<file path="config.mk">
export PLATFORM = sky130hd
export DESIGN_NAME = two_plane_scrolling_bitmap
export DESIGN_NICKNAME = d
export VERILOG_FILES = /design/src/rtl/core/tpsb_pkg.sv /design/src/rtl/core/tpsb_cell.sv /design/src/rtl/core/two_plane_scrolling_bitmap.sv
export SDC_FILE = /design/constraint.sdc
export NUM_CORES = 1
export LEC_CHECK = 0
export ABC_AREA = 1
export BUFFER_PORTS_ARGS = -buffer_cell sky130_fd_sc_hd__buf_2
export CORE_AREA = 2 2 251 253
export CTS_BUF_LIST = sky130_fd_sc_hd__clkbuf_8
export DETAILED_ROUTE_END_ITERATION = 16
export DIE_AREA = 0 0 253 255
export PLACE_DENSITY = 0.63
export SLEW_MARGIN = 20
export SYNTH_ARGS = -nofsm -noshare
export SYNTH_HDL_FRONTEND = slang
export SYNTH_SLANG_ARGS = --single-unit
export TNS_END_PERCENT = 1
</file>
<file path="constraint.sdc">
create_clock -name clk_i -period 7.7 [get_ports clk_i]
set_input_delay 1.54 -clock clk_i [delete_from_list [all_inputs] [get_ports clk_i]]
set_output_delay 1.54 -clock clk_i [all_outputs]
set_load 0.03 [all_outputs]
</file>
<file path="src/rtl/core/tpsb_pkg.sv">
// Shared types and constants for the two-plane scrolling bitmap.
`default_nettype none

package tpsb_pkg;

  localparam int unsigned ColW   = 8;
  localparam int unsigned IndexW = 3;

  typedef enum logic [2:0] {
    OP_QUERY       = 3'd0,
    OP_SET_POINT   = 3'd1,
    OP_SET_OVERLAY = 3'd2,
    OP_ERASE       = 3'd3,
    OP_SHIFT_LO    = 3'd4,
    OP_SHIFT_HI    = 3'd5,
    OP_LOAD_COL    = 3'd6,
    OP_OVERLAY     = 3'd7
  } op_e;

  // Transaction as it travels down the row chain, collecting the addressed row words.
  typedef struct packed {
    op_e               op;
    logic [IndexW-1:0] row_index;
    logic [IndexW-1:0] col_index;
    logic              set_bit;
    logic [ColW-1:0]   map_column;
    logic [ColW-1:0]   coin_column;
    logic [ColW-1:0]   obstacle_row;
    logic [ColW-1:0]   overlay_row;
  } token_t;

endpackage

`default_nettype wire

</file>
<file path="src/rtl/core/tpsb_cell.sv">
// One row cell: holds one row word of each plane and applies each passing transaction.
`default_nettype none

module tpsb_cell #(
  parameter int unsigned SIZE = 8,
  parameter int unsigned IDX  = 0
) (
  input  wire logic             clk_i,
  input  wire logic             rst_ni,
  input  wire logic             advance_i,
  input  wire logic             tok_valid_i,
  input  wire tpsb_pkg::token_t tok_i,
  output logic                  tok_valid_o,
  output tpsb_pkg::token_t      tok_o
);

  localparam int unsigned BitPos = SIZE - 1 - IDX;

  logic [SIZE-1:0]  obst_q, obst_d;
  logic [SIZE-1:0]  ovl_q, ovl_d;
  logic             valid_q, valid_d;
  tpsb_pkg::token_t tok_q, tok_d;

  logic             row_hit;
  logic             col_ok;
  logic [SIZE-1:0]  mask;
  logic             map_bit;
  logic             coin_bit;
  logic             step;

  assign row_hit  = (32'(tok_i.row_index) == IDX);
  assign col_ok   = (32'(tok_i.col_index) < SIZE);
  assign mask     = col_ok ? (SIZE'(1) << tok_i.col_index) : '0;
  assign map_bit  = tok_i.map_column[BitPos];
  assign coin_bit = tok_i.coin_column[BitPos];
  assign step     = tok_valid_i && advance_i;

  always_comb begin
    obst_d = obst_q;
    ovl_d  = ovl_q;
    if (step) begin
      unique case (tok_i.op)
        tpsb_pkg::OP_SET_POINT: begin
          if (row_hit) begin
            obst_d = tok_i.set_bit ? (obst_q | mask) : (obst_q & ~mask);
          end
        end
        tpsb_pkg::OP_SET_OVERLAY: begin
          if (row_hit) begin
            ovl_d = ovl_q | mask;
          end
        end
        tpsb_pkg::OP_ERASE: begin
          if (row_hit) begin
            obst_d = obst_q & ~mask;
            ovl_d  = ovl_q & ~mask;
          end
        end
        tpsb_pkg::OP_SHIFT_LO: begin
          obst_d = {obst_q[SIZE-2:0], map_bit};
          ovl_d  = {ovl_q[SIZE-2:0], coin_bit};
        end
        tpsb_pkg::OP_SHIFT_HI: begin
          obst_d = {map_bit, obst_q[SIZE-1:1]};
          ovl_d  = {coin_bit, ovl_q[SIZE-1:1]};
        end
        tpsb_pkg::OP_LOAD_COL: begin
          // mask is empty when the column is out of range
          obst_d = map_bit ? (obst_q | mask) : (obst_q & ~mask);
          ovl_d  = coin_bit ? (ovl_q | mask) : (ovl_q & ~mask);
        end
        tpsb_pkg::OP_OVERLAY: begin
          obst_d = tok_i.set_bit ? (obst_q | ovl_q) : (obst_q & ~ovl_q);
        end
        default: begin
        end
      endcase
    end
  end

  always_comb begin
    valid_d = valid_q;
    tok_d   = tok_q;
    if (advance_i) begin
      valid_d = tok_valid_i;
      tok_d   = tok_i;
      // capture the addressed row after this cell's update
      if (row_hit) begin
        tok_d.obstacle_row = tpsb_pkg::ColW'(obst_d);
        tok_d.overlay_row  = tpsb_pkg::ColW'(ovl_d);
      end
    end
  end

  always_ff @(posedge clk_i or negedge rst_ni) begin
    if (!rst_ni) begin
      obst_q  <= '0;
      ovl_q   <= '0;
      valid_q <= 1'b0;
    end else begin
      obst_q  <= obst_d;
      ovl_q   <= ovl_d;
      valid_q <= valid_d;
    end
  end

  always_ff @(posedge clk_i) begin
    tok_q <= tok_d;
  end

  assign tok_valid_o = valid_q;
  assign tok_o       = tok_q;

endmodule

`default_nettype wire

</file>
<file path="src/rtl/core/two_plane_scrolling_bitmap.sv">
// Top level: row-cell chain holding both bit planes, with a registered result stage.
//
//  channel | dir | handshake              | payload
//  in      | in  | in_valid_i / in_stall_o | op, row_index, col_index, set_bit, columns
//  out     | out | out_valid_o/ out_stall_i| obstacle_bit, overlay_bit, both row words
//
// A transaction walks the chain of SIZE row cells, one cell per cycle unless the chain is
// held, and then moves into the registered result stage; a new item is taken
// once the previous one has left the last cell, so only one item is in the chain at a time.
// Reset clears both planes and all valid flags.
// A stalled result holds the last cell's transaction; input stays stalled meanwhile.
`default_nettype none

module two_plane_scrolling_bitmap #(
  parameter int unsigned SIZE = 8
) (
  input  wire logic       clk_i,
  input  wire logic       rst_ni,
  input  wire logic       in_valid_i,
  output logic            in_stall_o,
  input  wire logic [2:0] op_i,
  input  wire logic [2:0] row_index_i,
  input  wire logic [2:0] col_index_i,
  input  wire logic       set_bit_i,
  input  wire logic [7:0] map_column_i,
  input  wire logic [7:0] coin_column_i,
  output logic            out_valid_o,
  input  wire logic       out_stall_i,
  output logic            obstacle_bit_o,
  output logic            overlay_bit_o,
  output logic [7:0]      obstacle_row_o,
  output logic [7:0]      overlay_row_o
);

  logic [SIZE:0]    chain_v;
  tpsb_pkg::token_t chain_tok [SIZE+1];
  logic             busy;
  logic             advance;

  logic             out_valid_q, out_valid_d;
  tpsb_pkg::token_t res_q, res_d;

  assign busy       = |chain_v[SIZE:1];
  assign in_stall_o = busy;
  // hold the chain while the finished transaction cannot move into the result stage
  assign advance    = !(chain_v[SIZE] && out_valid_q && out_stall_i);

  assign chain_v[0]                = in_valid_i && !busy;
  assign chain_tok[0].op           = tpsb_pkg::op_e'(op_i);
  assign chain_tok[0].row_index    = row_index_i;
  assign chain_tok[0].col_index    = col_index_i;
  assign chain_tok[0].set_bit      = set_bit_i;
  assign chain_tok[0].map_column   = map_column_i;
  assign chain_tok[0].coin_column  = coin_column_i;
  assign chain_tok[0].obstacle_row = '0;
  assign chain_tok[0].overlay_row  = '0;

  for (genvar k = 0; k < SIZE; k++) begin : g_row
    tpsb_cell #(
      .SIZE(SIZE),
      .IDX (k)
    ) u_cell (
      .clk_i      (clk_i),
      .rst_ni     (rst_ni),
      .advance_i  (advance),
      .tok_valid_i(chain_v[k]),
      .tok_i      (chain_tok[k]),
      .tok_valid_o(chain_v[k+1]),
      .tok_o      (chain_tok[k+1])
    );
  end

  always_comb begin
    out_valid_d = out_valid_q;
    res_d       = res_q;
    if (chain_v[SIZE] && advance) begin
      out_valid_d = 1'b1;
      res_d       = chain_tok[SIZE];
    end else if (out_valid_q && !out_stall_i) begin
      out_valid_d = 1'b0;
    end
  end

  always_ff @(posedge clk_i or negedge rst_ni) begin
    if (!rst_ni) begin
      out_valid_q <= 1'b0;
    end else begin
      out_valid_q <= out_valid_d;
    end
  end

  always_ff @(posedge clk_i) begin
    res_q <= res_d;
  end

  // row words are zero outside the plane, so out-of-range points read as zero
  assign out_valid_o    = out_valid_q;
  assign obstacle_row_o = res_q.obstacle_row;
  assign overlay_row_o  = res_q.overlay_row;
  assign obstacle_bit_o = res_q.obstacle_row[res_q.col_index];
  assign overlay_bit_o  = res_q.overlay_row[res_q.col_index];

endmodule

`default_nettype wire

</file>
==> results.tsv <==
metric	value	unit
total power draw	0.00989	W
Critical Path, Cell by Cell	nor2_1, nand3_1, nor2_1, inv_1, buf_2	
MaxCap Viol Count	0	
routability congestion estimate	0.967	
Hold Crit Class	reg2reg	
CTS tree	done	
post-CTS setup buffer count	0	
first-pass GRT wire length	117000	um
Pint	0.00574	W
Final setup viols	0	
P per Cell Area	365	nW/um^2
max-slew violations	0	
clock sinks	413	
detailed-route via count	22445	
die width	253	um
initial antenna violation count	1	
crit start category	flop	
Ys Warns	0	
Initial DRC Count	2377	
GRT Total Usage	0.230	
Slew HR	0.293	
largest net degree at the start of global routing	146	
register area	11700	um^2
Worst VDD drop	0.000155	V
drt pass-1 iters	8	
Routed WL	74100	um
most common cell after layout, fill and taps aside	nand2_1	
GR Overflow Total	0	
RSZ-0062 raised after global routing	no	
run status	complete, no violations	
Layout area overhead	10.3	%
Sw Pwr	0.00415	W
WP data required	6.16	ns
crit path max-delay cell type	dfrtp_1	
Comb pwr share	0.341	
Clk pwr share	0.233	
Clock Pin Slew Worst Setup and Hold Paths	0.05	ns
core area	62200	um^2
FF+latch count, synth	413	
crit end category	primary output	
Finished Layout Cells	4220	
Lkg Pwr	12.3	nW
Critical Path AT	2.23	ns
Placed Cells	4076	
post-synth top area share	0.337	
layout cell share with drive strength beyond 1	0.0769	
Most used DFF post-synth	edfxtp_1	
row count	92	
Syn Std Cell Area	24600	um^2
CTS root buffer	clkbuf_8	
Final Hold Fails	0	
vias in the first global route	20818	
Initial Utilization	0.395	
H-tree depth	3	
PostCTS Resize Cnt	0	
die height	255	um
CP dominant cell by count	nor2_1	
hold slack	0.397	ns
Synth Area per Inst	7.44	um^2
max incr delay on CP	0.46	ns
multi-input logic area	11100	um^2
fillers	6375	
critical path class	reg2out	
most frequent cells in the layout	nand2_1 (1100), nand3_1 (391), nor2_1 (377)	
EDFF count, synth	276	
crit share post-route	0.490	
WL per Instance	17.6	um
nets@finish	3386	
Seq/Total Area, Yosys	0.477	
area leader, netlist	edfxtp_1	
Peak Freq	265	MHz
Die ar.	64500	um^2
Synthesized Nets	3335	
clk buf depth	3	
Inserted Clock Buffers	77	
ranking of synthesized cells by area	edfxtp_1 (34%), nand2_1 (17%), dfrtp_1 (14%)	
IO Count	50	
DRT antenna net count	0	
Setup TNS	0	ns
DRC viols	0	
Sw Ratio	0.419	
post-synthesis cell count	3305	
Yosys cell types	39	
Slew @ Worst Pin	1.06	ns
Seq pwr share	0.425	
# hold bufs at CTS	0	
port buffer count	49	
Tmin final	3.77	ns
Detailed Place HPWL	52600	um
post-DR vias/cell	5.32	
FFs w/ async S/R, synth	0.332	
skew final	0.0479	ns
CP max FO	4	
clk_lat worst skew	0.67	ns
-- stage by stage --
step	utilization	setup slack [ns]	cell area [um^2]
5_1_grt	0.436	3.78	27100
4_1_cts	0.436	3.91	27100
3_3_place_gp	0.409	3.60	25400
2_1_floorplan	-	1.32	24600
3_5_place_dp	0.409	3.55	25400
6_report	0.436	3.93	27100
-- synthesized netlist by cell type (22+ instances only) --
master / count
nand2_1: 1100
o21ai_0: 245
o211ai_1: 24
buf_4: 31
buf_2: 33
edfxtp_1: 276
inv_1: 308
dfrtp_1: 137
clkbuf_1: 22
nor2_1: 377
nand3_1: 391
nand4_1: 47
and2_1: 61
a21oi_1: 76
-- cell type report --
class,instances,area share
flip-flops and latches,413,0.432
diodes,1,0.0000923
inverters,326,0.0452
well taps,799,0.0369
multi-input cells,2474,0.410
clock inverters,53,0.0157
repair buffers,64,0.0139
clock buffers,90,0.0457
-- power groups by stage --
stage          registers [W]  clock network (W)  logic, W
6_report             0.00420            0.00231   0.00338
5_1_grt              0.00429            0.00246   0.00384
4_1_cts              0.00419            0.00236   0.00335
3_5_place_dp         0.00421                  0   0.00334
3_3_place_gp         0.00422                  0   0.00332
2_1_floorplan        0.00380                  0   0.00265
-- path summary, 6_finish.rpt --
path | from | endpoint | slack [ns] | cells past startpoint
worst max-delay path | g_row[7].u_cell.tok_valid_o | in_stall_o | 3.93 | 5
worst min-delay path | g_row[2].u_cell.tok_o[25] | g_row[3].u_cell.tok_o[25] | 0.40 | 0
worst max register to register | out_valid_o | g_row[1].u_cell.tok_o[12] | 4.76 | 9
worst min register to register | g_row[2].u_cell.tok_o[25] | g_row[3].u_cell.tok_o[25] | 0.40 | 0
max in group asynchronous | rst_ni | g_row[5].u_cell.ovl_q[2] | 5.70 | 2
min in group asynchronous | rst_ni | g_row[1].u_cell.ovl_q[7] | 0.82 | 1
-- critical path: cells and delay by family, from the launching register on --
family        cells  cell delay (ns)
simple gates      3             0.81
flops             1             0.46
buf+inv           2             0.33
-- kinds of logic (layout without fill, tap and decap cells) --
family	count (synthesis)	after routing	synth area share
AO/OA/AOI/OAI	407	407	0.0910
buffers and inverters	418	533	0.0715
flip-flops	413	413	0.477
other	0	1	0
AND/OR/NAND/NOR	2067	2067	0.361
-- metal layers --
layer  part of all wire  vias up  track usage  routed length (um)
li1                   -    11017            -                   -
met1               0.43    10360        0.307               31900
met2               0.46      909        0.379               34400
met3              0.071      159       0.0356                5280
met4              0.033        0       0.0872                2410
met5                  0        -            0                   0
-- flip-flops by register name, indices dropped and copies added (netlist names) --
register / cells
g_row.u_cell.ovl_q: 64
overlay_row_o: 8
g_row.u_cell.tok_o: 257
res_q: 3
out_valid_o: 1
g_row.u_cell.tok_valid_o: 8
g_row.u_cell.obst_q: 64
obstacle_row_o: 8
No activity file was read; power rests on OpenSTA's default activity.
